==> src/design/mtr_pkg.sv <==
// Shared types and constants of the Modbus TCP read responder.
// No dependencies; every other file of the block but mtr_if imports this package.
`timescale 1ns / 1ps

package mtr_pkg;

   localparam int TABLE_DEPTH_DEFAULT = 8192;

   localparam int REQ_LEN   = 12;
   localparam int ADDR_W    = 16;
   localparam int ITEM_W    = 11;
   localparam int CMD_DEPTH = 4;

   localparam logic [1:0] MODE_BYTE = 2'd0;
   localparam logic [1:0] MODE_COIL = 2'd1;
   localparam logic [1:0] MODE_REG  = 2'd2;

   localparam logic [7:0] FC_RD_COILS = 8'd1;
   localparam logic [7:0] FC_RD_REGS  = 8'd3;
   localparam logic [7:0] EXC_FLAG    = 8'h80;

   localparam logic [7:0] EXC_BAD_FUNC = 8'd1;
   localparam logic [7:0] EXC_BAD_ADDR = 8'd2;
   localparam logic [7:0] EXC_BAD_QTY  = 8'd3;

   localparam logic [15:0] MAX_COILS = 16'd2000;
   localparam logic [15:0] MAX_REGS  = 16'd125;
   localparam logic [15:0] BASE_LEN  = 16'd3;

   typedef enum logic [2:0] {
      OP_WR_COIL = 3'd0,
      OP_WR_REG  = 3'd1,
      OP_EXC     = 3'd2,
      OP_RD_COIL = 3'd3,
      OP_RD_REG  = 3'd4
   } op_type;

   typedef struct packed {
      op_type            op;
      logic [15:0]       tid;
      logic [7:0]        unit;
      logic [7:0]        fc;
      logic [7:0]        exc;
      logic [ADDR_W-1:0] addr;
      logic [15:0]       value;
   } cmd_type;

endpackage

==> src/design/mtr_fifo.sv <==
// Short command queue between front and back end.
// Depends on mtr_pkg for the command type and depth.
`timescale 1ns / 1ps

module mtr_fifo import mtr_pkg::*; (
   input  logic    clock,
   input  logic    reset,
   input  logic    push_valid,
   output logic    push_ready,
   input  cmd_type push_data,
   output logic    pop_valid,
   input  logic    pop_ready,
   output cmd_type pop_data
);

   localparam int PTR_W = $clog2(CMD_DEPTH);

   cmd_type          slot_ff [CMD_DEPTH];
   logic [PTR_W-1:0] wr_ff, rd_ff;
   logic [PTR_W:0]   fill_ff, fill_in;
   logic             do_push, do_pop;

   assign push_ready = fill_ff != (PTR_W+1)'(CMD_DEPTH);
   assign pop_valid  = fill_ff != '0;
   assign pop_data   = slot_ff[rd_ff];
   assign do_push    = push_valid && push_ready;
   assign do_pop     = pop_valid && pop_ready;

   always_comb begin
      fill_in = fill_ff;
      if (do_push && !do_pop) fill_in = fill_ff + 1'b1;
      if (do_pop && !do_push) fill_in = fill_ff - 1'b1;
   end

   always_ff @(posedge clock) begin
      if (do_push) slot_ff[wr_ff] <= push_data;
      if (reset) begin
         wr_ff   <= '0;
         rd_ff   <= '0;
         fill_ff <= '0;
      end else begin
         if (do_push) wr_ff <= (wr_ff == PTR_W'(CMD_DEPTH-1)) ? '0 : wr_ff + 1'b1;
         if (do_pop)  rd_ff <= (rd_ff == PTR_W'(CMD_DEPTH-1)) ? '0 : rd_ff + 1'b1;
         fill_ff <= fill_in;
      end
   end

endmodule

==> config.mk <==
export PLATFORM = sky130hd
export DESIGN_NAME = mtr_fifo
export DESIGN_NICKNAME = d
export VERILOG_FILES = /design/src/design/mtr_pkg.sv /design/src/design/mtr_fifo.sv
export SDC_FILE = /design/constraint.sdc
export NUM_CORES = 1
export LEC_CHECK = 0
export BUFFER_PORTS_ARGS = -buffer_cell sky130_fd_sc_hd__buf_2
export CAP_MARGIN = 10
export CORE_UTILIZATION = 57
export CTS_BUF_LIST = sky130_fd_sc_hd__clkbuf_8 sky130_fd_sc_hd__clkbuf_16
export DETAILED_ROUTE_END_ITERATION = 7
export GPL_TIMING_DRIVEN = 0
export PLACE_DENSITY = 0.79
export SLEW_MARGIN = 20
export SYNTH_ARGS = -nofsm -noshare
export SYNTH_HDL_FRONTEND = slang
export SYNTH_SLANG_ARGS = --single-unit
export TNS_END_PERCENT = 50
==> constraint.sdc <==
create_clock -name clock -period 3.3 [get_ports clock]
set_input_delay 0.825 -clock clock [delete_from_list [all_inputs] [get_ports clock]]
set_output_delay 0.825 -clock clock [all_outputs]
set_load 0.02 [all_outputs]
After elaboration in Yosys (flattened, before gate mapping)
Memory sizes are Yosys's and may differ from the RTL's. A register that Yosys moved wholly into a read port is not among the register bits.
Cells that the tools add are included.
{"block": "op_classes", "addsub": 4, "eq_ne": 3, "muxes": 8, "n_reduce_logical": 8}
{"cell": "2-bit two-way mux", "n": 4}
{"cell": "3-bit two-way mux", "n": 2}
{"cell": "2-bit by 1-bit adder with 2-bit output, second input constant", "n": 2}
{"cell": "2-bit equality test, second input constant", "n": 2}
{"cell": "1-bit logical AND", "n": 4}
{"cell": "3-bit by 1-bit adder with 3-bit output, second input constant", "n": 1}
{"cell": "3-bit != test, second input constant", "n": 1}
{"cell": "3-bit nonzero test", "n": 1}
{"cell": "3-bit by 1-bit subtractor with 3-bit output, second input constant", "n": 1}
{"cell": "1-bit logical NOT", "n": 2}
{"cell": "1-bit two-way mux", "n": 2}
{"cell": "2-bit nonzero test", "n": 1}
{"block": "word_totals", "regBits": 7, "mem_bits_rw": 300, "inputBits": 79, "output_inout_bits": 77, "word_cells": 27, "memories": 1}
{"name": "slot_ff", "words": 4, "word_bits": 75, "read_ports": 1, "rd_ports_with_merged_regs": 1, "wr": 1, "line": "mtr_fifo.sv:18", "rtl": "cmd_type slot_ff [CMD_DEPTH];"}

Longest topological paths before layout
{"block": "logic_depth", "word_depth": 6, "depth_mapped": 9, "depth_no_buf": 8}

Worst setup path after synthesis
OpenSTA, ideal clock, no wires.
{"block": "synth_path", "path_kind": "input -> register", "start": "input push_valid", "end": "memory slot_ff[3][0] (netlist name) (enable)", "setup_time_ns": 0.442, "t_arrival_ns": 2.627, "required_ns": 2.858, "slack_ns": 0.231, "stages": 1, "n_path_buf": 0, "cell_sequence": "and3_1"}
{"block": "synth_between", "elab_chain_cells": 3}
{"element": "start, declared", "line": "mtr_fifo.sv:8", "rtl": "input logic push_valid,"}
{"element": "1-bit logical AND", "line": "mtr_fifo.sv:26", "rtl": "assign do_push = push_valid && push_ready;"}
{"element": "1-bit two-way mux", "line": "mtr_fifo.sv:36", "rtl": "if (do_push) slot_ff[wr_ff] <= push_data;"}
{"element": "1-bit two-way mux (not written as such)", "line": "mtr_fifo.sv:36"}
{"element": "end, declared", "line": "mtr_fifo.sv:18"}
Every way passes these cells.

==> summary.md <==
| Metric | Value |
|---|---|
| Share of the synthesized area in the top cell type | 0.798 |
| Worst hold path class | in2reg |
| CP Capture Type | output pin |
| Unrepaired setup endpoints after global routing | false |
| Switching Fraction | 0.264 |
| Synth Area in Compound Gates | 0.00399 |
| Internal power | approximately 8 mW |
| FF-to-FF Start | fill_ff[2] |
| WS Path Type | reg2out |
| Outcome | completed |
| Fin nets | 720 |
| IO Port Bufs | 154 |
| WHS | 486 ps |
| Syn_nets | 529 |
| Reg2Reg Setup Slack | roughly 850 ps |
| Synth area leaders | edfxtp_1 (80%), mux4_2 (15%), dfxtp_1 (1.6%), ha_1 (0.66%), buf_6 (0.50%) |
| Yosys cell types | 26 |
| Seq/Total Area, Yosys | 0.814 |
| Cell Pwr Density | 795 nW/um2 |
| Rows | 51 |
| FF-to-FF path depth | 9 |
| Critical Path Start Type | register |
| Total negative setup slack | 0 ps |
| Via Count | 5,148 |
| Design Power | roughly 11 mW |
| Mean Syn Cell Area | 25.5 um2 |
| Layout area overhead | 20.6% |
| Required time worst endpoint | 2470 ps |
| R2R Path End | fill_ff[2] |
| Max Transition Viols Final | 0 |
| Largest family of logic cells by synthesized area | multiplexers |
| Hold path start | push_data[38] |
| PnR worst setup slack | 391 ps |
| GRT overflow | 0 |
| Hpwl dp | 12,200 um |
| Synth async-reset ratio | 0 |
| H-tree levels | 1 |
| Layout cells sized above 1 | 0.462 |
| Slew margin rel. | 0.558 |
| Vias in the first global route | about 5,500 |
| Period minus WS final | 2910 ps |
| Hold Path Depth | 1 |
| Initial antenna violation count | 2 |
| DRC viols | 0 |
| Placed insts | between 800 and 900 |
| Post-route cell area | 13,600 um2 |
| Clock power share | 0.338 |
| Post-CTS sizing | 0 |
| Worst Path Max Fanout | 10 |
| Final period util | 0.882 |
| Sequential power share | 0.445 |
| All-Layer GR Usage | 0.199 |
| Skew-Pair Late Insertion Delay | between 500 and 600 ps |
| Arr. time, crit path | 2080 ps |
| Routed len/inst | 21.2 um |
| Synthesized area | 11,300 um2 |
| Most common flop cell mapped by yosys | edfxtp_1 |
| Clock sink count | 309 |
| Xor/xnor share of the synthesized area | 0.00155 |
| Clk pin slew, worst setup/hold paths | ~60 ps |
| YS warnings | 0 |
| Post-synthesis mux area share | 0.151 |
| Core Area | between 15,000 and 20,000 um2 |
| Largest net degree at the start of global routing | slightly below 50 |
| Yosys top cell by area | edfxtp_1 |
| Placer Congestion | approximately 0.74 |
| Total routed wirelength | about 20,000 um |
| Remaining antenna violation count | 0 |
| Post-synth EDFFs | 300 |
| Non-Filler Instances | a little over 900 |
| Slew @ Worst Pin | 663 ps |
| CTS tree | built |
| Final Hold Vio Count | 0 |
| Post-DP Area | 12,500 um2 |
| Max Buffers Root-to-Sink | 3 |
| Vias per cell | ~5.6 |
| Drt pass-1 iters | 4 |
| Pleak | 4.63 nW |
| Max VDD drop | 530 uV |
| Max-cap viol count | 0 |
| DP Worst Slack | 811 ps |
| Most frequent cell after synthesis | edfxtp_1 |
| Setup Fix Bufs, Post-CTS | 0 |
| Gate power share | 0.218 |
| Core Util, Final | 0.700 |
| 1st-iter DRT viols | about 340 |
| Most frequent cells after synthesis | edfxtp_1 (300), mux4_2 (75), buf_2 (9), dfxtp_1 (9) |
| Synth Area in Adders | 0.00842 |
| Highest clock rate | roughly 340 MHz |
| Register bit total from synthesis | 309 |
| Die area | slightly above 20,000 um2 |
| First-pass GRT wire length | 30,100 um |
| CP max stage cell | mux4_2 |
| Switching Power | 2.86 mW |
| Num CTS Buffers | 31 |
| Synth Instances | 443 |
| Initial Utilization | 0.580 |
| Synth Area in Simple Gates | 0.00853 |
| Slowest stage delay, CP | 540 ps |
| Clk_skew | 7.90 ps |
| Chip Height | around 140 um |
| Worst hold endpoint | slot_ff[2][38] |
| I/O Pins | 156 |
| Final setup violating endpoints | 0 |
| Crit-path cells | buf_4 -> buf_6 -> mux4_2 -> buf_2 |
| CTS root buf | clkbuf_16 |
| Die width | 143 um |
| CTS Hold Bufs | 0 |
==> routing by layer <==
metal  track usage  up-vias  wire [um]
met5             0        -          0
li1              -     2286          -
met3        0.0466       39       1260
met4        0.0685        0        559
met2         0.320      166       9700
met1         0.271     2657       8060
==> kinds of logic (layout without fill, tap and decap cells) <==
family / Yosys count / count (layout)
other: 0 / 2
xor gates and xnor gates: 2 / 2
DFF: 309 / 309
muxes: 77 / 77
AOI/OAI and AO/OA: 7 / 7
buffers and inverters: 24 / 239
and+or+nand+nor: 17 / 17
adders and majority gates: 7 / 7
==> sequential cells by signal, indices dropped and copies added (netlist names), named ones only <==
name     cells
rd_ff        2
wr_ff        2
fill_ff      3
slot_ff    300
==> worst max-delay path by stage <==
stage / start / endpoint / slack (ps) / cells past startpoint
floorplan: push_valid / slot_ff[3][0] / 230 / 1
global placement: push_valid / slot_ff[1][53] / -1130 / 2
detailed placement: push_valid / fill_ff[2] / 810 / 8
CTS: register / pop_data[6] / 320 / 4
global route: register / pop_data[5] / 240 / 4
finish: register / pop_data[21] / 390 / 4
==> area by class of cell <==
type | count | area [um2]
clock buffers | 31 | 776
plain buffers | 18 | 120
well taps | 265 | 332
clock inverters | 26 | 313
flip-flops and latches | 309 | 9190
multi-input cells | 110 | 1980
repair buffers | 158 | 881
diodes | 2 | 5.00
fillers | 1185 | 5840
inverters | 6 | 22.5
==> power by group through the flow <==
stage                     Clock, mW  Combinational (mW)  Sequential (mW)
final                          3.66                2.36             4.81
after global routing           3.89                2.53             4.84
after CTS                      3.74                2.41             4.82
after detailed placement          0                2.40             4.90
after global placement            0                2.31             4.90
after floorplan                   0                1.65             4.87
==> worst max-delay path: cells and delay by family, from the launching register on <==
| family | cells | cell delay (ps) |
|---|---|---|
| buffers and inverters | 3 | 650 |
| DFF | 1 | 350 |
| muxes | 1 | 540 |
==> cell usage in the layout (no fill, tap or decap), types with 5 or more instances in the layout <==
cell | synthesis | layout
buf_6 | 5 | 5
bufinv_16 | 0 | 7
clkinv_2 | 0 | 6
buf_2 | 9 | 163
edfxtp_1 | 300 | 300
clkinv_1 | 0 | 5
mux4_2 | 75 | 75
clkbuf_16 | 0 | 31
dfxtp_1 | 9 | 9
ha_1 | 6 | 6
inv_1 | 6 | 8
clkinvlp_4 | 0 | 5
(Power assumes the default switching activity.)
