===== src/design/mtr_pkg.sv =====
// Shared types and constants of the Modbus TCP read responder.
// No dependencies; every other file of the block but mtr_if imports this package.
`timescale 1ns / 1ps

package mtr_pkg;

   localparam int TABLE_DEPTH_DEFAULT = 8192;

   localparam int REQ_LEN   = 12;
   localparam int ADDR_W    = 16;
   localparam int ITEM_W    = 11;
   localparam int CMD_DEPTH = 4;

   localparam logic [1:0] MODE_BYTE = 2'd0;
   localparam logic [1:0] MODE_COIL = 2'd1;
   localparam logic [1:0] MODE_REG  = 2'd2;

   localparam logic [7:0] FC_RD_COILS = 8'd1;
   localparam logic [7:0] FC_RD_REGS  = 8'd3;
   localparam logic [7:0] EXC_FLAG    = 8'h80;

   localparam logic [7:0] EXC_BAD_FUNC = 8'd1;
   localparam logic [7:0] EXC_BAD_ADDR = 8'd2;
   localparam logic [7:0] EXC_BAD_QTY  = 8'd3;

   localparam logic [15:0] MAX_COILS = 16'd2000;
   localparam logic [15:0] MAX_REGS  = 16'd125;
   localparam logic [15:0] BASE_LEN  = 16'd3;

   typedef enum logic [2:0] {
      OP_WR_COIL = 3'd0,
      OP_WR_REG  = 3'd1,
      OP_EXC     = 3'd2,
      OP_RD_COIL = 3'd3,
      OP_RD_REG  = 3'd4
   } op_type;

   typedef struct packed {
      op_type            op;
      logic [15:0]       tid;
      logic [7:0]        unit;
      logic [7:0]        fc;
      logic [7:0]        exc;
      logic [ADDR_W-1:0] addr;
      logic [15:0]       value;
   } cmd_type;

endpackage


===== src/design/mtr_if.sv =====
// Handshake channels of the responder: request items in, response words out.
// Depends on nothing; valid and ready move one transaction per edge.
`timescale 1ns / 1ps

interface mtr_req_if;
   logic        valid;
   logic        ready;
   logic [1:0]  mode;
   logic [7:0]  rx_byte;
   logic        frame_end;
   logic [12:0] store_addr;
   logic [15:0] store_value;

   modport source (output valid, mode, rx_byte, frame_end, store_addr, store_value,
                   input ready);
   modport sink   (input valid, mode, rx_byte, frame_end, store_addr, store_value,
                   output ready);
endinterface



===== src/design/mtr_front.sv =====
// Front end: collects request bytes, classifies a finished frame, and forwards
// store writes and frame commands to the queue. Depends on mtr_pkg and mtr_if.
`timescale 1ns / 1ps

module mtr_front import mtr_pkg::*; #(
   parameter int TABLE_DEPTH = TABLE_DEPTH_DEFAULT
) (
   input  logic     clock,
   input  logic     reset,
   mtr_req_if.sink  req,
   input  logic     back_live,
   output logic     cmd_valid,
   input  logic     cmd_ready,
   output cmd_type  cmd
);

   logic [7:0] bytes_ff [REQ_LEN];
   logic [3:0] pos_ff, pos_in;
   logic [3:0] cnt_ff, cnt_in;
   logic       pend_ff, pend_in;

   logic        accept;
   logic [3:0]  pos_next;
   logic [7:0]  fc;
   logic [15:0] start, qty, limit;
   logic [16:0] span;
   logic        cls_valid;
   op_type      cls_op;
   logic [7:0]  cls_exc;
   logic        wr_ok;

   assign req.ready = back_live && !pend_ff && cmd_ready;
   assign accept    = req.valid && req.ready;
   assign pos_next  = (pos_ff < 4'(REQ_LEN)) ? pos_ff + 4'd1 : pos_ff;

   assign fc    = bytes_ff[7];
   assign start = {bytes_ff[8], bytes_ff[9]};
   assign qty   = {bytes_ff[10], bytes_ff[11]};
   assign limit = (fc == FC_RD_COILS) ? MAX_COILS : MAX_REGS;
   assign span  = {1'b0, start} + {1'b0, qty};
   assign wr_ok = {4'd0, req.store_addr} < 17'(TABLE_DEPTH);

   always_comb begin
      cls_valid = 1'b1;
      cls_op    = OP_EXC;
      cls_exc   = EXC_BAD_FUNC;
      priority if (cnt_ff < 4'd8) begin
         cls_valid = 1'b0;
      end else if (bytes_ff[2] != 8'd0 || bytes_ff[3] != 8'd0) begin
         cls_valid = 1'b0;
      end else if (fc != FC_RD_COILS && fc != FC_RD_REGS) begin
         cls_exc = EXC_BAD_FUNC;
      end else if (cnt_ff < 4'(REQ_LEN)) begin
         cls_valid = 1'b0;
      end else if (qty == 16'd0 || qty > limit) begin
         cls_exc = EXC_BAD_QTY;
      end else if (span > 17'(TABLE_DEPTH)) begin
         cls_exc = EXC_BAD_ADDR;
      end else begin
         cls_op = (fc == FC_RD_COILS) ? OP_RD_COIL : OP_RD_REG;
      end
   end

   always_comb begin
      cmd = '{op: cls_op, tid: {bytes_ff[0], bytes_ff[1]}, unit: bytes_ff[6], fc: fc,
              exc: cls_exc, addr: start, value: qty};
      cmd_valid = 1'b0;
      if (pend_ff) begin
         cmd_valid = cls_valid;
      end else begin
         cmd.op    = (req.mode == MODE_COIL) ? OP_WR_COIL : OP_WR_REG;
         cmd.addr  = {3'd0, req.store_addr};
         cmd.value = req.store_value;
         cmd_valid = accept && wr_ok && (req.mode == MODE_COIL || req.mode == MODE_REG);
      end
   end

   always_comb begin
      pos_in  = pos_ff;
      cnt_in  = cnt_ff;
      pend_in = pend_ff;
      if (pend_ff && (!cls_valid || cmd_ready)) begin
         pend_in = 1'b0;
      end
      if (accept && req.mode == MODE_BYTE) begin
         pos_in = pos_next;
         if (req.frame_end) begin
            pos_in  = 4'd0;
            cnt_in  = pos_next;
            pend_in = 1'b1;
         end
      end
   end

   always_ff @(posedge clock) begin
      if (accept && req.mode == MODE_BYTE && pos_ff < 4'(REQ_LEN)) begin
         bytes_ff[pos_ff] <= req.rx_byte;
      end
      if (reset) begin
         pos_ff  <= 4'd0;
         cnt_ff  <= 4'd0;
         pend_ff <= 1'b0;
      end else begin
         pos_ff  <= pos_in;
         cnt_ff  <= cnt_in;
         pend_ff <= pend_in;
      end
   end

endmodule


===== src/flat_wrapper.sv =====
// flat-port wrapper written by rule: the top's interface ports become plain ports
module mtr_front_flat import mtr_pkg::*;
#(
   parameter int TABLE_DEPTH = TABLE_DEPTH_DEFAULT
)
  (clock, reset, back_live, cmd_valid, cmd_ready, cmd, req_valid, req_mode, req_rx_byte, req_frame_end, req_store_addr, req_store_value, req_ready);
  mtr_req_if req_i ();
  input  logic clock;
  input  logic reset;
  input  logic back_live;
  output logic cmd_valid;
  input  logic cmd_ready;
  output cmd_type cmd;
  input wire logic [$bits(req_i.valid)-1:0] req_valid;
  input wire logic [$bits(req_i.mode)-1:0] req_mode;
  input wire logic [$bits(req_i.rx_byte)-1:0] req_rx_byte;
  input wire logic [$bits(req_i.frame_end)-1:0] req_frame_end;
  input wire logic [$bits(req_i.store_addr)-1:0] req_store_addr;
  input wire logic [$bits(req_i.store_value)-1:0] req_store_value;
  output wire logic [$bits(req_i.ready)-1:0] req_ready;
  assign req_i.valid = req_valid;
  assign req_i.mode = req_mode;
  assign req_i.rx_byte = req_rx_byte;
  assign req_i.frame_end = req_frame_end;
  assign req_i.store_addr = req_store_addr;
  assign req_i.store_value = req_store_value;
  assign req_ready = req_i.ready;
  mtr_front #(.TABLE_DEPTH(TABLE_DEPTH)) u_core (.clock(clock), .reset(reset), .req(req_i), .back_live(back_live), .cmd_valid(cmd_valid), .cmd_ready(cmd_ready), .cmd(cmd));
endmodule

===== config.mk =====
export PLATFORM = sky130hd
export DESIGN_NAME = mtr_front_flat
export DESIGN_NICKNAME = d
export VERILOG_FILES = /design/src/design/mtr_pkg.sv /design/src/design/mtr_if.sv /design/src/design/mtr_front.sv /design/src/flat_wrapper.sv
export SDC_FILE = /design/constraint.sdc
export NUM_CORES = 1
export LEC_CHECK = 0
export ABC_AREA = 1
export BUFFER_PORTS_ARGS = -buffer_cell sky130_fd_sc_hd__buf_4
export CORE_ASPECT_RATIO = 1.25
export CORE_MARGIN = 3
export CORE_UTILIZATION = 48
export CTS_CLUSTER_SIZE = 25
export DETAILED_ROUTE_END_ITERATION = 12
export GPL_ROUTABILITY_DRIVEN = 0
export HOLD_SLACK_MARGIN = 0.15
export PLACE_DENSITY = 0.76
export SYNTH_ARGS = -nofsm -noshare
export SYNTH_HDL_FRONTEND = slang
export SYNTH_SLANG_ARGS = --single-unit

===== constraint.sdc =====
create_clock -name clock -period 2.65 [get_ports clock]
set_clock_uncertainty 0.1 [all_clocks]
set_input_delay 0.53 -clock clock [delete_from_list [all_inputs] [get_ports clock]]
set_output_delay 0.53 -clock clock [all_outputs]
set_load 0.05 [all_outputs]

---- After elaboration in Yosys (flattened, before gate mapping) ----
Memories as Yosys holds them, arrays and structs flattened.
Index checks and enable logic that the tools add are counted.
W data, S select, Z words.
cells by class
  reduce and logical (&&, ||, !) cells .... 19
  mux-type cells .......................... 29
  $lt $le $gt $ge ......................... 5
  eq/ne operators ......................... 5
  $add $sub $neg .......................... 2
operators by type and width
  cell                    number
  $mux W8                 5
  $mux W32                1
  $mux W3                 8
  $add A16 B16 Y17        1
  $gt A17 B14 Y1 const B  1
  $gt A16 B16 Y1          1
  $logic_not A16 Y1       1
  $reduce_bool A8 Y1      2
  $lt A4 B4 Y1 const B    3
  $mux W1                 11
  $mux W11                1
  $eq A8 B1 Y1 const B    1
  $logic_and A1 B1 Y1     8
  $mux W4                 2
  $ne A8 B1 Y1 const B    1
  $ne A8 B2 Y1 const B    1
  $add A4 B1 Y4 const B   1
  $logic_or A1 B1 Y1      4
  $eq A2 B1 Y1 const B    1
  $eq A2 B2 Y1 const B    1
  $logic_not A1 Y1        2
  $logic_not A2 Y1        1
  $mux W2                 1
  $reduce_and A2 Y1       1
word-level totals
  output and inout port bits .............. 77
  bits in registers ....................... 9
  logic and storage cells ................. 64
  RAM bits ................................ 96
  bits of input ports ..................... 45
  memories kept ........................... 1
memory list
  memory           depth  width  rd ports  clocked after memory_dff  write ports  line             RTL
  u_core.bytes_ff  12     8      10        0                         1            mtr_front.sv:17  logic [7:0] bytes_ff [REQ_LEN];

---- Logic depth before layout (Yosys ltp) ----
Gate-level depths: netlist (run 1).
An unclocked memory read counts as a cell.
  depth after elaboration ................. 12
  mapped depth ............................ 16
  depth with buffers taken out ............ 16

---- Least setup slack after synthesis (run 1) ----
No wires, ideal clock.
  path type ............................... reg-to-output
  start ................................... mem u_core.bytes_ff[7][3]
  end ..................................... out cmd[74] in the netlist's numbering
  path slack .............................. -0.933 ns
  arrival ................................. 2.953 ns
  path buffers ............................ 0
  data required time ...................... 2.020 ns
  cell stages (with the launch flop) ...... 14
  cells stage by stage .................... edfxtp_1 nor4b_1 nand2_1 nor2_1 inv_1 ha_1 a31o_2 o21ai_0 nand2_1 nand2_1 nand2_1 nor3_1 nand3_2 nor2_2
RTL lines
  what             line                RTL
  start, declared  mtr_front.sv:17
  end, declared    flat_wrapper.sv:13  output cmd_type cmd;

==> reports/qor.csv, run 1 <==
stage,metric,value,unit
logic_synthesis,synthArstFlopShare,0,
global_routing,grt-ovfl-total,0,
global_routing,grt_pass1_wl,20400,µm
global_routing,grt_start_max_net_pins,34,
clock_network,clock_sinks,87,
setup_path,r2r_cells,7,
logic_synthesis,ys_top_cells_by_area,"edfxtp_1, nand2_1, ha_1, inv_1, nor2_1",
logic_synthesis,synth-seq-cells,87,
sta,finalHoldViolCount,0,
global_routing,grtUsageTotal,0.235,
setup_path,end_kind,output pin,
drt,wl,12600,µm
drt,dr.pass1.iters,4,
worst_hold_path,min_from,reset,
worst_hold_path,holdPathStages,2,
floorplanning,die_x,95.3,µm
status,status,"finished, violations left",
logic_synthesis,synth_top_area_frac,0.502,
logic_synthesis,synth_edf_count,80,
clock_network,clk_latency,340,ps
setup_path,cp-startpoint,u_core.bytes_ff[7][5],
floorplanning,io_pins,122,
logic_synthesis,syn_inst,523,
logic_synthesis,post-synth-top-count-cell,nand2_1,
power_and_ir_drop,powerDensity,456,mW/mm²
logic_synthesis,synth.avg_cell_area,9.16,µm²
final_layout,layout.nets,787,
logic_synthesis,synth-seq-area-share,0.531,
place,port_buffers,115,
clock_network,h-tree-depth,3,
drt,drtAntennaViolNets,0,
logic_synthesis,ys.flop_type,edfxtp_1,
floorplanning,die-area,0.0112,mm²
final_layout,insertedDiodeCount,0,
power_and_ir_drop,power_leakage,3.14,nW
power_and_ir_drop,seqPwrFrac,0.483,
status,violations,setup timing,
clock_network,cts_tree,yes,
setup_path,crit_fanout,5,
sta,rsz0062_at_grt,yes,
sta,drv_slew,0,
clock_network,cts-root-buf,clkbuf_16,
logic_synthesis,yosysWarnings,0,
setup_path,required,2020,ps
drt,avgViaCountPerCell,5.01,
floorplanning,fp.dieH,118,µm
final_layout,post-route-util,0.706,
place,dp_hpwl,9430,µm
setup_path,worstPathArrival,3130,ps
global_routing,grt_antenna_before_repair,0,
floorplanning,initial_core_util,0.496,
logic_synthesis,syn_area,0.00479,mm²
clock_network,holdBufCountCts,0,
sta,setup_viol,5,
sta,tns,-5400,ps
drt,drt_iter0_drc,285,
power_and_ir_drop,p_comb_frac,0.091,
sta,fin_crit,3760,ps
final_layout,drive_gt1_frac,0.369,
drt,num_vias,4221,
worst_hold_path,hold_path_class,in2reg,
setup_path,r2r_start,u_core.pend_ff,
floorplanning,core_region_area,0.00966,mm²
power_and_ir_drop,p_int,2.42,mW
final_layout,syn2layout_area_growth,42.4,%
setup_path,crit_type,reg2out,
logic_synthesis,synth.distinct_cells,38,
sta,fmax,0.266,GHz
clock_network,cts_made_buffers,9,
job,max_cap_viol_count,0,
sta,fin_crit_sh,1.42,
floorplanning,rows,40,
power_and_ir_drop,p_sw,0.685,mW
power_and_ir_drop,p_clk_frac,0.426,
logic_synthesis,synth_common_cells,"nand2_1, edfxtp_1, inv_1, nor2_1, ha_1",
global_routing,grt_pass1_vias,4283,
power_and_ir_drop,swShare,0.220,
sta,layout_setup_ws,-1110,ps
drt,wl_per_cell,15.0,µm
clock_network,clk_pin_slew_worst_paths,60,ps
drt,route.detailed.drc,0,
clock_network,clockBufferDepth,2,
setup_path,critPathLaunchType,flip-flop,
logic_synthesis,yosys.area.top_type,edfxtp_1,
power_and_ir_drop,ir_drop,0.000647,V
## layout make-up
type | instances | area [µm²]
Fill cell | 690 | 2840
Sequential cell | 87 | 2540
Multi-Input combinational cell | 365 | 2110
Timing Repair Buffer | 187 | 1450
Inverter | 61 | 241
Clock buffer | 10 | 229
Tap cell | 126 | 158
Clock inverter | 6 | 92.6
## flip-flops by register name, summed over array words and instances, names as in the netlist
| name | count |
|---|---|
| u_core.bytes_ff | 80 |
| u_core.pos_ff | 4 |
| u_core.cnt_ff | 2 |
| u_core.pend_ff | 1 |
## cell families after synthesis
group / Yosys count / share of synthesized area
buf+inv: 76 / 0.0656
compound gates: 36 / 0.0452
fa+ha+maj: 31 / 0.0825
xor+xnor: 2 / 0.00366
simple gates: 290 / 0.271
other cells: 1 / 0.000783
flops: 87 / 0.531
## stage by stage
| step | hold slack, ps | cell area [µm²] | total power [mW] | setup WS (ps) | cells |
|---|---|---|---|---|---|
| after floorplan | 365 | 4920 | 1.69 | -585 | 528 |
| after global placement | 393 | 6350 | 1.81 | -502 | 821 |
| after detailed placement | 393 | 6350 | 1.81 | -637 | 821 |
| after CTS | 268 | 6790 | 3.12 | -969 | 842 |
| after global routing | 284 | 6820 | 3.19 | -1280 | 842 |
| final | 276 | 6820 | 3.11 | -1110 | 842 |
## worst paths after layout
check | endpoint | slack, ps
min | u_core.cnt_ff[2] | 280
max | cmd[72] | -1110
min reg2reg | u_core.pend_ff | 400
max reg2reg | u_core.bytes_ff[6][1] | 710
## routing by layer
layer  part of all wire  vias up  wire (µm)  global-route usage
met2               0.53      135       6700               0.421
met1               0.38     1948       4830               0.268
li1                   -     2101          -                   -
met4              0.033        0        413              0.0939
met3              0.054       37        677              0.0454
met5                  0        -          0                   0
## what timing repair did
action | CTS | global route
setup endpoints to repair | 5 | 6
pin swaps | 5 | 4
resized for setup | 18 | 8
setup buffers | 5 | 0
## worst max-delay path, cell delays in order (launching register included)
cell and delay (ps):
edfxtp_1 410, nor4b_2 300, nand2_1 150, nor2_4 250, inv_4 100, ha_2 330
nand2_1 60, nor3_2 250, o21ai_2 110, nand2_1 110, nand2_1 70, nand2_2 110
buf_4 140, inv_4 30, nand4_1 140, nand2_4 70, buf_8 150
## power by group through the flow
stage / registers [mW] / logic, mW / clock network [mW]
final: 1.50 / 0.282 / 1.33
after global routing: 1.50 / 0.300 / 1.39
after CTS: 1.50 / 0.283 / 1.34
after detailed placement: 1.53 / 0.280 / 0
after global placement: 1.53 / 0.276 / 0
after floorplan: 1.54 / 0.159 / 0
## cell usage in the layout, fill, tap and decap left out, types with 4 or more instances in the layout
master,n
buf_4,180
nand2_1,167
edfxtp_1,80
inv_1,52
nor2_1,37
ha_1,25
nand3_1,20
a21oi_1,16
nand2_2,14
nor3_1,11
clkbuf_16,9
dfxtp_1,7
a21oi_2,6
nand3_2,6
conb_1,6
nand4_1,5
nor2_2,5
o21ai_0,5
nand3b_1,4
nor4_1,4
clkinvlp_4,4
ha_4,4
buf_8,4
Note: power is estimated with default switching activity, not from simulation.
==> inputs of run 2 (changes only) <==
--- a/config.mk
+++ b/config.mk
@@ -9,12 +9,12 @@
 export BUFFER_PORTS_ARGS = -buffer_cell sky130_fd_sc_hd__buf_4
 export CORE_ASPECT_RATIO = 1.25
 export CORE_MARGIN = 3
-export CORE_UTILIZATION = 48
+export CORE_UTILIZATION = 58
 export CTS_CLUSTER_SIZE = 25
 export DETAILED_ROUTE_END_ITERATION = 12
 export GPL_ROUTABILITY_DRIVEN = 0
 export HOLD_SLACK_MARGIN = 0.15
-export PLACE_DENSITY = 0.76
+export PLACE_DENSITY = 0.86
 export SYNTH_ARGS = -nofsm -noshare
 export SYNTH_HDL_FRONTEND = slang
 export SYNTH_SLANG_ARGS = --single-unit
==> constraint.sdc (replaced) <==
create_clock -name clock -period 4.46 [get_ports clock]
set_clock_uncertainty 0.1 [all_clocks]
set_input_delay 0.892 -clock clock [delete_from_list [all_inputs] [get_ports clock]]
set_output_delay 0.892 -clock clock [all_outputs]
set_load 0.05 [all_outputs]
==> run 2 against run 1 <==
  * Core utilization up 5.6 points
  * The run now ends clean
  * Sequential share of layout area up 4.8 points
  * Highest routed layer unchanged
  * Combinational power is 41% lower
  * Critical path type unchanged
==> reports/qor.csv, run 2 (same netlist as run 1, synthesis figures left out) <==
stage,metric,value,unit,change
sta,slew_headroom,0.187,,
floorplanning,die_x,87.3,µm,-8.5%
sta,finalHoldViolCount,0,,unchanged
floorplanning,die-area,0.00939,mm²,-16%
sta,rsz0062_at_grt,no,,
setup_path,worstPathArrival,3140,ps,about the same
power_and_ir_drop,powerDensity,291,mW/mm²,-36%
sta,tns,0,ps,+5400 ps
worst_hold_path,holdPathStages,2,,unchanged
global_routing,grt_pass1_wl,18900,µm,-7.2%
place,port_buffers,115,,unchanged
final_layout,fill_cells,542,,-21%
clock_network,cts_made_buffers,9,,unchanged
clock_network,clockBufferDepth,2,,unchanged
global_routing,grt_antenna_before_repair,0,,unchanged
drt,dr.pass1.iters,4,,unchanged
sta,hold_slack,416,ps,+140 ps
floorplanning,fp.dieH,108,µm,-8.6%
clock_network,clk_pin_slew_worst_paths,80,ps,+20 ps
final_layout,layout_common_cells,"nand2_1, buf_4, edfxtp_1",,
global_routing,grt-ovfl-total,0,,unchanged
clock_network,post-cts-setup-buffers,0,,-5
clock_network,clk_latency,350,ps,about the same
setup_path,cpMostUsedCell,nand2_1,,
clock_network,holdBufCountCts,0,,unchanged
floorplanning,core_region_area,0.00793,mm²,-18%
place,dp_hpwl,8940,µm,-5.2%
setup_path,cp-startpoint,u_core.bytes_ff[7][3],,
drt,avgViaCountPerCell,5.34,,+6.5%
final_layout,drive_gt1_frac,0.269,,-0.0999
drt,num_vias,3982,,-5.7%
floorplanning,rows,36,,-10%
setup_path,end_kind,output pin,,
setup_path,cp_cell_sequence,nor4b_2 -> nand2_1 -> nor2_4 -> inv_1 -> ha_1 -> a31o_2 -> o21ai_1 -> nand2_1 -> nand2_1 -> nand2_1 -> nor3_1 -> nand3_2 -> nand2_1 -> inv_1 -> buf_4,,
drt,drtAntennaViolNets,0,,unchanged
global_routing,grtUsageTotal,0.265,,+0.0301
power_and_ir_drop,power_leakage,2.80,nW,-11%
worst_hold_path,hold_path_class,reg2reg,,
setup_path,crit_type,reg2out,,
floorplanning,initial_core_util,0.604,,+0.108
setup_path,r2r_cells,4,,-3
sta,setup_viol,0,,-5
sta,worstMarginPinSlew,1210,ps,
status,status,finished clean,,
job,max_cap_viol_count,0,,unchanged
clock_network,h-tree-depth,3,,unchanged
setup_path,cp_slowest_stage_delay,410,ps,about the same
sta,fin_crit_sh,0.926,,
final_layout,reg.largest.list,"u_core.bytes_ff: 80 flops, u_core.pos_ff: 4 flops, u_core.cnt_ff: 2 flops",,
drt,route.detailed.drc,0,,unchanged
global_routing,grt_pass1_vias,4019,,-6.2%
setup_path,crit_fanout,5,,unchanged
clock_network,cts_tree,yes,,
final_layout,syn2layout_area_growth,26.1,%,
final_layout,max_flop_register,u_core.bytes_ff,,
clock_network,cts-root-buf,clkbuf_8,,
setup_path,crit_slowest_cell,edfxtp_1,,
final_layout,layout.nets,722,,-8.3%
drt,drt_iter0_drc,179,,-37%
final_layout,layout_commonest_cell,nand2_1,,
final_layout,largest_reg_flops,80,,unchanged
final_layout,insertedDiodeCount,0,,unchanged
clock_network,clock_sinks,87,,unchanged
sta,fin_crit,4130,ps,
drt,wl,12000,µm,-5.2%
worst_hold_path,min_from,u_core.cnt_ff[2],,
sta,drv_slew,0,,unchanged
sta,fmax,0.242,GHz,
floorplanning,io_pins,122,,unchanged
global_routing,grt_start_max_net_pins,35,,+2.9%
setup_path,critPathLaunchType,flip-flop,,
power_and_ir_drop,ir_drop,0.000472,V,-27%
drt,wl_per_cell,16.0,µm,+7.0%
setup_path,r2r_start,u_core.pend_ff,,
setup_path,required,3470,ps,+1450 ps
run 2: critical path, delay by kind of cell (launching register included):
| family | cells | cell delay [ps] |
|---|---|---|
| buffers and inverters | 3 | 360 |
| flip-flops | 1 | 410 |
| AND/OR/NAND/NOR | 9 | 1270 |
| AO/OA/AOI/OAI | 2 | 440 |
| adder cells (fa/ha/maj) | 1 | 320 |
run 2: routing by layer:
layer | vias to the layer above | part of all wire | track usage
li1 | 1969 | - | -
met1 | 1854 | 0.37 | 0.287
met2 | 134 | 0.54 | 0.485
met3 | 25 | 0.067 | 0.0521
met4 | 0 | 0.023 | 0.125
met5 | - | 0 | 0
run 2: timing repair:
| action | CTS | global route |
|---|---|---|
| gates resized for setup | 1 | 3 |
| endpoints found under the setup margin | 2 | 4 |
| cloned | 0 | 0 |
run 2: path summary, 6_finish.rpt:
kind,to,slack (ps)
worst min-delay path,u_core.cnt_ff[2],420
worst min register to register,u_core.cnt_ff[2],420
worst max register to register,u_core.bytes_ff[8][5],1770
worst max-delay path,cmd[73],330
run 2: per-stage QoR:
step,util,cell area (µm²),std cells,power (mW),setup WS [ps]
after global routing,0.762,6040,746,1.80,16.5
after detailed placement,0.726,5760,730,1.08,422
final,0.762,6040,746,1.76,328
after global placement,0.726,5760,730,1.07,636
after floorplan,-,4810,528,1.01,515
after CTS,0.761,6030,746,1.78,106
run 2: final cells by class:
class,instances,area [µm²],share of cell area
Clock buffer,9,124,0.0205
Clock inverter,7,145,0.0240
Sequential cell,87,2540,0.421
Inverter,61,229,0.0379
Multi-Input combinational cell,365,1970,0.325
Tap cell,95,119,0.0197
Timing Repair Buffer,122,916,0.152
run 2: report_power, final:
group	switching, mW	total (mW)	internal [mW]
logic	0.112	0.167	0.0549
clock network	0.272	0.702	0.430
registers	0.000989	0.891	0.890
total	0.385	1.76	1.37
